<file path="config.mk">
export PLATFORM = sky130hd
export DESIGN_NAME = bezier_fan_curve_bisection_top
export DESIGN_NICKNAME = d
export VERILOG_FILES = /design/src/hw/rtl/bfcb_pkg.sv /design/src/hw/rtl/bfcb_ctrl.sv /design/src/hw/rtl/bfcb_datapath.sv /design/src/hw/rtl/bezier_fan_curve_bisection_top.sv
export SDC_FILE = /design/constraint.sdc
export NUM_CORES = 2
export LEC_CHECK = 0
export ABC_CLOCK_PERIOD_IN_PS = 13500
export BUFFER_PORTS_ARGS = -buffer_cell sky130_fd_sc_hd__clkbuf_2
export CORE_ASPECT_RATIO = 0.9
export CORE_MARGIN = 2
export CORE_UTILIZATION = 50
export CTS_CLUSTER_DIAMETER = 150
export DETAILED_ROUTE_END_ITERATION = 10
export GPL_TIMING_DRIVEN = 0
export PLACE_DENSITY = 0.65
export SLEW_MARGIN = 10
export SYNTH_ARGS = -nofsm -noshare
export SYNTH_HDL_FRONTEND = slang
export SYNTH_SLANG_ARGS = --single-unit
</file>
<file path="constraint.sdc">
create_clock -name i_clk -period 13.5 [get_ports i_clk]
set_input_delay 2.7 -clock i_clk [delete_from_list [all_inputs] [get_ports i_clk]]
set_output_delay 2.7 -clock i_clk [all_outputs]
set_load 0.05 [all_outputs]
</file>
<file path="src/hw/rtl/bfcb_pkg.sv">
package bfcb_pkg;

    localparam int TEMP_W     = 16;
    localparam int COORD_W    = 15;
    localparam int T_W        = 17;   // curve parameter, 0 .. 65536
    localparam int MID_W      = 16;   // a midpoint never reaches 65536
    localparam int SQ_W       = 33;   // u*u and t*t
    localparam int WGT_W      = 49;   // Bernstein weights, at most 2^48
    localparam int PROD_W     = 64;
    localparam int ACC_W      = 63;   // weighted sum stays below 2^63
    localparam int FRAC_SHIFT = 48;
    localparam int NUM_REGS   = 8;
    localparam int REG_IDX_W  = 3;
    localparam int CFG_IDX_W  = 4;
    localparam int CFG_DATA_W = 16;

    localparam logic [T_W-1:0]   T_ONE   = 17'h1_0000;
    localparam logic [MID_W-1:0] MID_INIT = 16'h8000;

    // register indexes, in configuration order
    localparam logic [REG_IDX_W-1:0] REG_P0_X = 3'd0;
    localparam logic [REG_IDX_W-1:0] REG_P0_Y = 3'd1;
    localparam logic [REG_IDX_W-1:0] REG_P1_X = 3'd2;
    localparam logic [REG_IDX_W-1:0] REG_P1_Y = 3'd3;
    localparam logic [REG_IDX_W-1:0] REG_P2_X = 3'd4;
    localparam logic [REG_IDX_W-1:0] REG_P2_Y = 3'd5;
    localparam logic [REG_IDX_W-1:0] REG_P3_X = 3'd6;
    localparam logic [REG_IDX_W-1:0] REG_P3_Y = 3'd7;

    localparam logic [COORD_W-1:0] REG_RESET [NUM_REGS] = '{
        15'd0, 15'd0, 15'd10240, 15'd15360, 15'd15360, 15'd10240, 15'd25600, 15'd25600
    };

    // multiplier operations, issued in this order for one curve evaluation
    typedef enum logic [3:0] {
        OP_UU, OP_TT, OP_U2U, OP_U2T, OP_T2U, OP_T2T,
        OP_W0X, OP_W0Y, OP_W1X, OP_W1Y, OP_W2X, OP_W2Y, OP_W3X, OP_W3Y,
        OP_NONE
    } t_mul_op;

    localparam t_mul_op OP_FIRST = OP_UU;
    localparam t_mul_op OP_LAST  = OP_W3Y;

    typedef enum logic [1:0] {
        S_IDLE, S_EVAL, S_DECIDE, S_FINISH
    } t_state;

    typedef struct packed {
        logic    start;     // load temperature, reset the search interval
        t_mul_op op;
        logic    decide;    // compare x and narrow the interval
        logic    load_out;
    } t_dp_cmd;

    typedef struct packed {
        logic x_eq;
        logic x_lt;
    } t_dp_status;

endpackage

</file>
<file path="src/hw/rtl/bfcb_ctrl.sv">
module bfcb_ctrl
    import bfcb_pkg::*;
#(
    parameter int T_BITS = 16
) (
    input  logic       i_clk,
    input  logic       i_rst_n,
    input  logic       i_in_valid,
    output logic       o_in_stall,
    output logic       o_out_valid,
    input  logic       i_out_stall,
    input  t_dp_status i_status,
    output t_dp_cmd    o_cmd
);

    localparam int STEP_W = $clog2(T_BITS);
    localparam logic [STEP_W-1:0] STEP_LAST = STEP_W'(T_BITS - 1);

    t_state              r_state, n_state;
    t_mul_op             r_op, n_op;
    logic [STEP_W-1:0]   r_step, n_step;
    logic                r_out_valid, n_out_valid;
    logic                out_free;
    logic                last_step;

    assign out_free  = !r_out_valid || !i_out_stall;
    assign last_step = i_status.x_eq || (r_step == STEP_LAST);

    // next state
    always_comb begin
        n_state = r_state;
        n_op    = r_op;
        n_step  = r_step;
        unique case (r_state)
            S_IDLE: begin
                if (i_in_valid) begin
                    n_state = S_EVAL;
                    n_op    = OP_FIRST;
                    n_step  = '0;
                end
            end
            S_EVAL: begin
                if (r_op == OP_LAST) begin
                    n_state = S_DECIDE;
                end else begin
                    n_op = t_mul_op'(4'(r_op) + 4'd1);
                end
            end
            S_DECIDE: begin
                if (last_step) begin
                    n_state = S_FINISH;
                end else begin
                    n_state = S_EVAL;
                    n_op    = OP_FIRST;
                    n_step  = r_step + 1'b1;
                end
            end
            S_FINISH: begin
                if (out_free) begin
                    n_state = S_IDLE;
                end
            end
            default: n_state = S_IDLE;
        endcase
    end

    // outputs
    always_comb begin
        o_cmd          = '0;
        o_cmd.op       = OP_NONE;
        o_in_stall     = 1'b1;
        unique case (r_state)
            S_IDLE: begin
                o_in_stall  = 1'b0;
                o_cmd.start = i_in_valid;
            end
            S_EVAL:   o_cmd.op       = r_op;
            S_DECIDE: o_cmd.decide   = 1'b1;
            S_FINISH: o_cmd.load_out = out_free;
            default: ;
        endcase
    end

    always_comb begin
        n_out_valid = r_out_valid;
        if (o_cmd.load_out) begin
            n_out_valid = 1'b1;
        end else if (!i_out_stall) begin
            n_out_valid = 1'b0;
        end
    end

    assign o_out_valid = r_out_valid;

    always_ff @(posedge i_clk) begin
        if (!i_rst_n) begin
            r_state     <= S_IDLE;
            r_op        <= OP_FIRST;
            r_step      <= '0;
            r_out_valid <= 1'b0;
        end else begin
            r_state     <= n_state;
            r_op        <= n_op;
            r_step      <= n_step;
            r_out_valid <= n_out_valid;
        end
    end

endmodule

</file>
<file path="src/hw/rtl/bfcb_datapath.sv">
module bfcb_datapath
    import bfcb_pkg::*;
(
    input  logic                  i_clk,
    input  logic                  i_rst_n,
    input  logic                  i_cfg_write,
    input  logic [CFG_IDX_W-1:0]  i_cfg_index,
    input  logic [CFG_DATA_W-1:0] i_cfg_data,
    input  logic [TEMP_W-1:0]     i_temperature,
    input  t_dp_cmd               i_cmd,
    output t_dp_status            o_status,
    output logic [COORD_W-1:0]    o_fan_speed
);

    logic [COORD_W-1:0] r_coord [NUM_REGS];
    logic [TEMP_W-1:0]  r_temp;
    logic [T_W-1:0]     r_lo, r_hi;
    logic [MID_W-1:0]   r_mid;
    logic [SQ_W-1:0]    r_u2, r_t2;
    logic [WGT_W-1:0]   r_w0, r_w1, r_w2, r_w3;
    logic [PROD_W-1:0]  r_prod;
    t_mul_op            r_wb_op;
    logic [ACC_W-1:0]   r_acc_x, r_acc_y;
    logic [COORD_W-1:0] r_fan_speed;

    logic [T_W-1:0]     t_val, u_val;
    logic [WGT_W-1:0]   op_a;
    logic [T_W-1:0]     op_b;
    logic [WGT_W+T_W-1:0] mul_full;
    logic [WGT_W-1:0]   prod_w, prod_w3;
    logic [ACC_W-1:0]   prod_acc;
    logic [COORD_W-1:0] x_val;
    logic [T_W-1:0]     n_lo, n_hi;
    logic [T_W:0]       mid_sum;

    assign t_val = {1'b0, r_mid};
    assign u_val = T_ONE - t_val;

    // operand select for the shared multiplier
    always_comb begin
        op_a = '0;
        op_b = '0;
        unique case (i_cmd.op)
            OP_UU:  begin op_a = WGT_W'(u_val); op_b = u_val; end
            OP_TT:  begin op_a = WGT_W'(t_val); op_b = t_val; end
            OP_U2U: begin op_a = WGT_W'(r_u2);  op_b = u_val; end
            OP_U2T: begin op_a = WGT_W'(r_u2);  op_b = t_val; end
            OP_T2U: begin op_a = WGT_W'(r_t2);  op_b = u_val; end
            OP_T2T: begin op_a = WGT_W'(r_t2);  op_b = t_val; end
            OP_W0X: begin op_a = r_w0; op_b = T_W'(r_coord[REG_P0_X]); end
            OP_W0Y: begin op_a = r_w0; op_b = T_W'(r_coord[REG_P0_Y]); end
            OP_W1X: begin op_a = r_w1; op_b = T_W'(r_coord[REG_P1_X]); end
            OP_W1Y: begin op_a = r_w1; op_b = T_W'(r_coord[REG_P1_Y]); end
            OP_W2X: begin op_a = r_w2; op_b = T_W'(r_coord[REG_P2_X]); end
            OP_W2Y: begin op_a = r_w2; op_b = T_W'(r_coord[REG_P2_Y]); end
            OP_W3X: begin op_a = r_w3; op_b = T_W'(r_coord[REG_P3_X]); end
            OP_W3Y: begin op_a = r_w3; op_b = T_W'(r_coord[REG_P3_Y]); end
            default: ;
        endcase
    end

    assign mul_full = op_a * op_b;

    assign prod_w   = r_prod[WGT_W-1:0];
    assign prod_w3  = prod_w + {prod_w[WGT_W-2:0], 1'b0};   // the middle weights carry a 3
    assign prod_acc = r_prod[ACC_W-1:0];

    assign x_val          = r_acc_x[FRAC_SHIFT +: COORD_W];
    assign o_status.x_eq  = ({1'b0, x_val} == r_temp);
    assign o_status.x_lt  = ({1'b0, x_val} < r_temp);

    assign n_lo    = o_status.x_lt ? t_val : r_lo;
    assign n_hi    = o_status.x_lt ? r_hi : t_val;
    assign mid_sum = {1'b0, n_lo} + {1'b0, n_hi};

    always_ff @(posedge i_clk) begin
        if (!i_rst_n) begin
            r_wb_op <= OP_NONE;
            for (int i = 0; i < NUM_REGS; i++) begin
                r_coord[i] <= REG_RESET[i];
            end
        end else begin
            r_wb_op <= i_cmd.op;
            if (i_cfg_write && (i_cfg_index < CFG_IDX_W'(NUM_REGS))) begin
                r_coord[i_cfg_index[REG_IDX_W-1:0]] <= i_cfg_data[COORD_W-1:0];
            end
        end
    end

    always_ff @(posedge i_clk) begin
        r_prod <= mul_full[PROD_W-1:0];

        // write back the product issued in the previous cycle
        case (r_wb_op)
            OP_UU:  r_u2    <= r_prod[SQ_W-1:0];
            OP_TT:  r_t2    <= r_prod[SQ_W-1:0];
            OP_U2U: r_w0    <= prod_w;
            OP_U2T: r_w1    <= prod_w3;
            OP_T2U: r_w2    <= prod_w3;
            OP_T2T: r_w3    <= prod_w;
            OP_W0X: r_acc_x <= prod_acc;
            OP_W0Y: r_acc_y <= prod_acc;
            OP_W1X, OP_W2X, OP_W3X: r_acc_x <= r_acc_x + prod_acc;
            OP_W1Y, OP_W2Y, OP_W3Y: r_acc_y <= r_acc_y + prod_acc;
            default: ;
        endcase

        if (i_cmd.start) begin
            r_temp <= i_temperature;
            r_lo   <= '0;
            r_hi   <= T_ONE;
            r_mid  <= MID_INIT;
        end else if (i_cmd.decide) begin
            r_lo  <= n_lo;
            r_hi  <= n_hi;
            r_mid <= mid_sum[MID_W:1];
        end

        if (i_cmd.load_out) begin
            r_fan_speed <= r_acc_y[FRAC_SHIFT +: COORD_W];
        end
    end

    assign o_fan_speed = r_fan_speed;

endmodule

</file>
<file path="src/hw/rtl/bezier_fan_curve_bisection_top.sv">
// Fan curve lookup: temperature in, fan speed out, read from a cubic Bezier
// curve with four control points held in configuration registers.
// Input channel: i_in_valid / o_in_stall with i_temperature (unsigned 8.8).
// Output channel: o_out_valid / i_out_stall with o_fan_speed (unsigned 7.8).
// Config channel: i_cfg_valid / o_cfg_ready (always high), i_cfg_index 0..7
// selects p0_x, p0_y, p1_x, p1_y, p2_x, p2_y, p3_x, p3_y; other indexes are
// ignored and bit 15 of the data is dropped. Write only while idle.
// One request is worked on at a time. Each bisection step issues 14 products
// back to back on a single 49x17 multiplier, then a compare in S_DECIDE.
// The search runs up to T_BITS steps and stops early on an exact x match.
// The result is registered in S_FINISH; the next request is taken after
// that, in S_IDLE.
// While a result waits under i_out_stall, a new request is still taken and
// worked on; it holds in its last cycle until the output register frees.
// Reset (synchronous, active low) loads the default curve and empties the
// output register.
module bezier_fan_curve_bisection_top
    import bfcb_pkg::*;
#(
    parameter int T_BITS = 16
) (
    input  logic                  i_clk,
    input  logic                  i_rst_n,
    input  logic                  i_in_valid,
    output logic                  o_in_stall,
    input  logic [TEMP_W-1:0]     i_temperature,
    output logic                  o_out_valid,
    input  logic                  i_out_stall,
    output logic [COORD_W-1:0]    o_fan_speed,
    input  logic                  i_cfg_valid,
    output logic                  o_cfg_ready,
    input  logic [CFG_IDX_W-1:0]  i_cfg_index,
    input  logic [CFG_DATA_W-1:0] i_cfg_data
);

    t_dp_cmd    dp_cmd;
    t_dp_status dp_status;

    assign o_cfg_ready = 1'b1;

    bfcb_ctrl #(
        .T_BITS (T_BITS)
    ) u_ctrl (
        .i_clk       (i_clk),
        .i_rst_n     (i_rst_n),
        .i_in_valid  (i_in_valid),
        .o_in_stall  (o_in_stall),
        .o_out_valid (o_out_valid),
        .i_out_stall (i_out_stall),
        .i_status    (dp_status),
        .o_cmd       (dp_cmd)
    );

    bfcb_datapath u_datapath (
        .i_clk         (i_clk),
        .i_rst_n       (i_rst_n),
        .i_cfg_write   (i_cfg_valid && o_cfg_ready),
        .i_cfg_index   (i_cfg_index),
        .i_cfg_data    (i_cfg_data),
        .i_temperature (i_temperature),
        .i_cmd         (dp_cmd),
        .o_status      (dp_status),
        .o_fan_speed   (o_fan_speed)
    );

`ifndef SYNTHESIS
    // a taken request blocks the input until its search is done
    a_busy_after_request: assert property (@(posedge i_clk) disable iff (!i_rst_n)
        (i_in_valid && !o_in_stall) |=> o_in_stall)
        else $error("input taken while a search is running");

    // a result is never written over one that is still waiting
    a_no_overwrite: assert property (@(posedge i_clk) disable iff (!i_rst_n)
        dp_cmd.load_out |-> (!o_out_valid || !i_out_stall))
        else $error("pending result overwritten");

    a_load_shows: assert property (@(posedge i_clk) disable iff (!i_rst_n)
        dp_cmd.load_out |=> o_out_valid)
        else $error("loaded result not presented");

    // the interval only narrows while no multiply is issued and no search starts
    a_decide_quiet: assert property (@(posedge i_clk) disable iff (!i_rst_n)
        dp_cmd.decide |-> (dp_cmd.op == OP_NONE && !dp_cmd.start))
        else $error("compare overlaps curve evaluation");
`endif

endmodule

</file>
==> flow_summary.toml <==
[synth]
ys_warn_count = 0
synth.top_cell.area_share_pct = 26.8
synth_edf_count = 539
synthTopCellsByArea = "edfxtp_1 (27%), fa_1 (23%), ha_1 (6.8%), nand2_1 (6.1%), inv_1 (5.6%)"
syn_area_mm2 = 0.0605
syn_inst = 6251
synthFlopType = "edfxtp_1"
ys_types = 100
synth_seq_cells = 667
synth.avg_cell_area_um2 = 9.68
ys_async_sr_fraction_pct = 0
ys_seq_area_share_pct = 31.0
yosys.area.top_type = "edfxtp_1"

[die]
rows = 121
start_util_pct = 50.2
die_x_um = 371
die_y_um = 334
num_io_pins = 59
fp.coreArea_mm2 = 0.121
dieArea_mm2 = 0.124

[global_route]
first_global_vias = 47300
grt_max_degree = 33
grtUsageTotal_pct = 30.5
grt_overflow_total = 0
grt_first_pass_wirelength_um = 287000
antenna_found_initial = 3

[clock_tree]
post_cts_buffers = 0
cts_hold_buf = 0
cts_buffers = 76
h-tree-depth = 3
clk_latency_ns = 0.64
clk_pin_slew_ns = 0.06
cts.sinks = 667
cts_resized = 0
cts_buffer_depth = 3
root_buffer = "clkbuf_16"
cts_tree = "built"

[detailed_routing]
drt-initial-drc-count = 4238
antenna_left = 0
vias = 46800
drc = 0
drt-pass1-iter-count = 5
wl_per_cell_um = 22.9
vias_per_cell = 5.77
wl_um = 186000

[cells_and_area]
post-route-cell-area_mm2 = 0.0660
drive_gt1_share_pct = 5.38
final_util_pct = 54.8
nFillCells = 10900
nNetsFinal = 7525
area_delta_synth_final_pct = 9.08

[worst_setup_path]
r2r_slack_ns = 1.16
slowest_delay_ns = 0.87
crit_required_ns = 13.95
startpoint = "u_ctrl.r_op[0]$_SDFFE_PN0P_"
r2r-start = "u_ctrl.r_op[0]$_SDFFE_PN0P_"
worstPathMaxFanout = 10
path_class = "flop to flop"
r2r_cells = 31
cp-start-kind = "flop"
crit_path_end = "u_datapath.r_prod[61]$_DFF_P_"
r2r_end = "u_datapath.r_prod[61]$_DFF_P_"
crit_arrival_ns = 12.79
crit_slowest_cell = "o211ai_1"
worstSetupEndpointType = "flop"
critPathMostFrequentCell = "fa_1"

[timing]
setup_tns_ns = 0
setup_viol = 0
slew_headroom_pct = 12.9
fin_skew_ns = 0.0350
max_freq_mhz = 81.0
holdWs_ns = 0.443
min_period_ns = 12.34
tightest_slew_ns = 1.30
rsz0062_at_grt = "false"
min_period_over_period_pct = 91.4
timing_hold_violations_final = 0
drv_slew = 0
worst_slack_ns = 1.16

[placed_design]
port_buffers = 56
hpwl_um = 148000
gp_congestion = 0.953
placed_cell_area_mm2 = 0.0635
dp_slack_ns = 1.31

[worst_hold_path]
min_path_type = "flop to flop"

[power]
peakVddDrop_mv = 0.105
power_frac_clock_pct = 34.4
power.internal_mw = 4.02
powerDensity_mw_per_mm2 = 90.7
seqPwrFrac_pct = 41.5
p_sw_mw = 1.96
leakage_nw = 29.2
swShare_pct = 32.8
combPwrFrac_pct = 24.0

[run]
cap_violations = 0

[status]
outcome = "completed"
-- state kept, by name (all words and copies together) (netlist names), 4 cells and up --
register and cells:
u_datapath.r_coord 120, u_datapath.r_acc_x 63, u_datapath.r_acc_y 63, u_datapath.r_prod 63, u_datapath.r_w0 49, u_datapath.r_w1 49, u_datapath.r_w2 49, u_datapath.r_w3 49
u_datapath.r_t2 33, u_datapath.r_u2 33, u_datapath.r_hi 17, u_datapath.r_lo 17, u_datapath.r_mid 16, u_datapath.r_temp 16, u_datapath.o_fan_speed 15, u_ctrl.r_op 4
u_ctrl.r_step 4, u_datapath.r_wb_op 4
-- through the flow --
step | total power, mW | instances
floorplan | 3.41 | 6277
global placement | 3.90 | 7932
detailed placement | 3.93 | 7971
CTS | 5.98 | 8106
global route | 6.23 | 8106
finish | 5.99 | 8112
-- cells by family after synthesis --
| group | Yosys count | share of synthesized area (%) |
|---|---|---|
| flops | 667 | 31.0 |
| simple gates | 1935 | 14.6 |
| other cells | 2 | 0.0124 |
| mux | 51 | 0.912 |
| xor+xnor | 231 | 3.34 |
| fa+ha+maj | 1034 | 30.1 |
| compound gates | 1146 | 12.6 |
| buf+inv | 1185 | 7.41 |
-- synthesized netlist by cell type, types with 18 or more instances --
master,n
xnor2_1,139
inv_1,898
ha_1,328
xor2_1,92
o31ai_1,19
a21o_1,143
a31oi_1,20
o21bai_1,36
a22oi_1,94
clkbuf_1,247
nor2b_1,63
nand2b_1,36
and2_1,194
a211oi_1,26
o21a_1,29
nand2_1,988
a22o_1,38
nor3_1,69
and3_1,46
o211ai_1,24
nand3_1,97
nor2_1,287
a21oi_1,300
nand4_1,38
buf_1,19
fa_1,706
mux2_2,33
or3_1,43
dfxtp_1,128
o21ai_0,234
a221oi_1,29
mux2i_1,18
edfxtp_1,539
-- final cells by class --
class	count	area, um2	area share [%]
Antenna cell	6	15.0	0.0228
Clock inverter	38	342	0.518
Inverter	899	3370	5.11
Sequential cell	667	18700	28.4
Multi-Input combinational cell	4425	37600	56.9
Clock buffer	97	2100	3.19
Buffer	286	1110	1.68
Tap cell	1599	2000	3.03
Timing Repair Buffer	95	748	1.13
-- layer usage --
| metal | vias to the layer above | routed length [um] | GRT usage (%) |
|---|---|---|---|
| li1 | 21200 | - | - |
| met1 | 23400 | 80800 | 43.9 |
| met3 | 276 | 17300 | 6.19 |
| met5 | - | 18 | 0.157 |
| met4 | 2 | 6560 | 9.91 |
| met2 | 2007 | 81300 | 46.3 |
-- worst min path at each step --
stage | start | end | slack [ns] | cells past startpoint
5_1_grt | u_datapath.r_hi[16]$_SDFFE_PP1P_ | u_datapath.r_hi[16]$_SDFFE_PP1P_ | 0.46 | 2
2_1_floorplan | u_datapath.r_hi[16]$_SDFFE_PP1P_ | u_datapath.r_hi[16]$_SDFFE_PP1P_ | 0.42 | 2
3_3_place_gp | u_datapath.r_hi[16]$_SDFFE_PP1P_ | u_datapath.r_hi[16]$_SDFFE_PP1P_ | 0.43 | 2
3_5_place_dp | u_datapath.r_hi[16]$_SDFFE_PP1P_ | u_datapath.r_hi[16]$_SDFFE_PP1P_ | 0.44 | 2
4_1_cts | u_datapath.r_hi[16]$_SDFFE_PP1P_ | u_datapath.r_hi[16]$_SDFFE_PP1P_ | 0.44 | 2
6_report | u_datapath.r_hi[16]$_SDFFE_PP1P_ | u_datapath.r_hi[16]$_SDFFE_PP1P_ | 0.44 | 2
-- power groups by stage --
stage	Combinational, mW	Clock [mW]	Sequential (mW)
after floorplan	0.949	0	2.46
after global placement	1.37	0	2.53
after detailed placement	1.40	0	2.52
after CTS	1.42	2.08	2.48
after global routing	1.57	2.17	2.49
final	1.44	2.06	2.49
-- worst max-delay path, delay by kind of cell, from the launching register on --
kind / cells / cell delay, ns
buf+inv: 9 / 3.31
simple gates: 3 / 0.55
compound gates: 10 / 3.40
fa+ha+maj: 7 / 3.40
flops: 1 / 0.35
xor+xnor: 2 / 1.09
-- cell usage in the layout, fill, tap and decap left out, types with 18 or more instances in the layout --
cell / n
and3_1: 45
a221oi_1: 29
a21oi_1: 299
or3_1: 43
xor2_1: 92
inv_1: 898
mux2i_1: 18
nand3_1: 97
mux2_2: 33
o21a_1: 29
nand2b_1: 36
and2_1: 194
edfxtp_1: 539
clkbuf_1: 258
nor3_1: 63
a211oi_1: 25
o21bai_1: 36
buf_1: 19
a21o_1: 143
conb_1: 28
buf_4: 23
nor2b_1: 62
a22o_1: 38
nand4_1: 38
o21ai_0: 228
a22oi_1: 94
dfxtp_1: 128
nor2_1: 284
xnor2_1: 139
clkbuf_16: 79
clkbuf_2: 58
a31oi_1: 20
o211ai_1: 24
buf_2: 18
o31ai_1: 19
nand2_1: 988
ha_1: 328
fa_1: 706
Power figures use the tool's default switching activity.
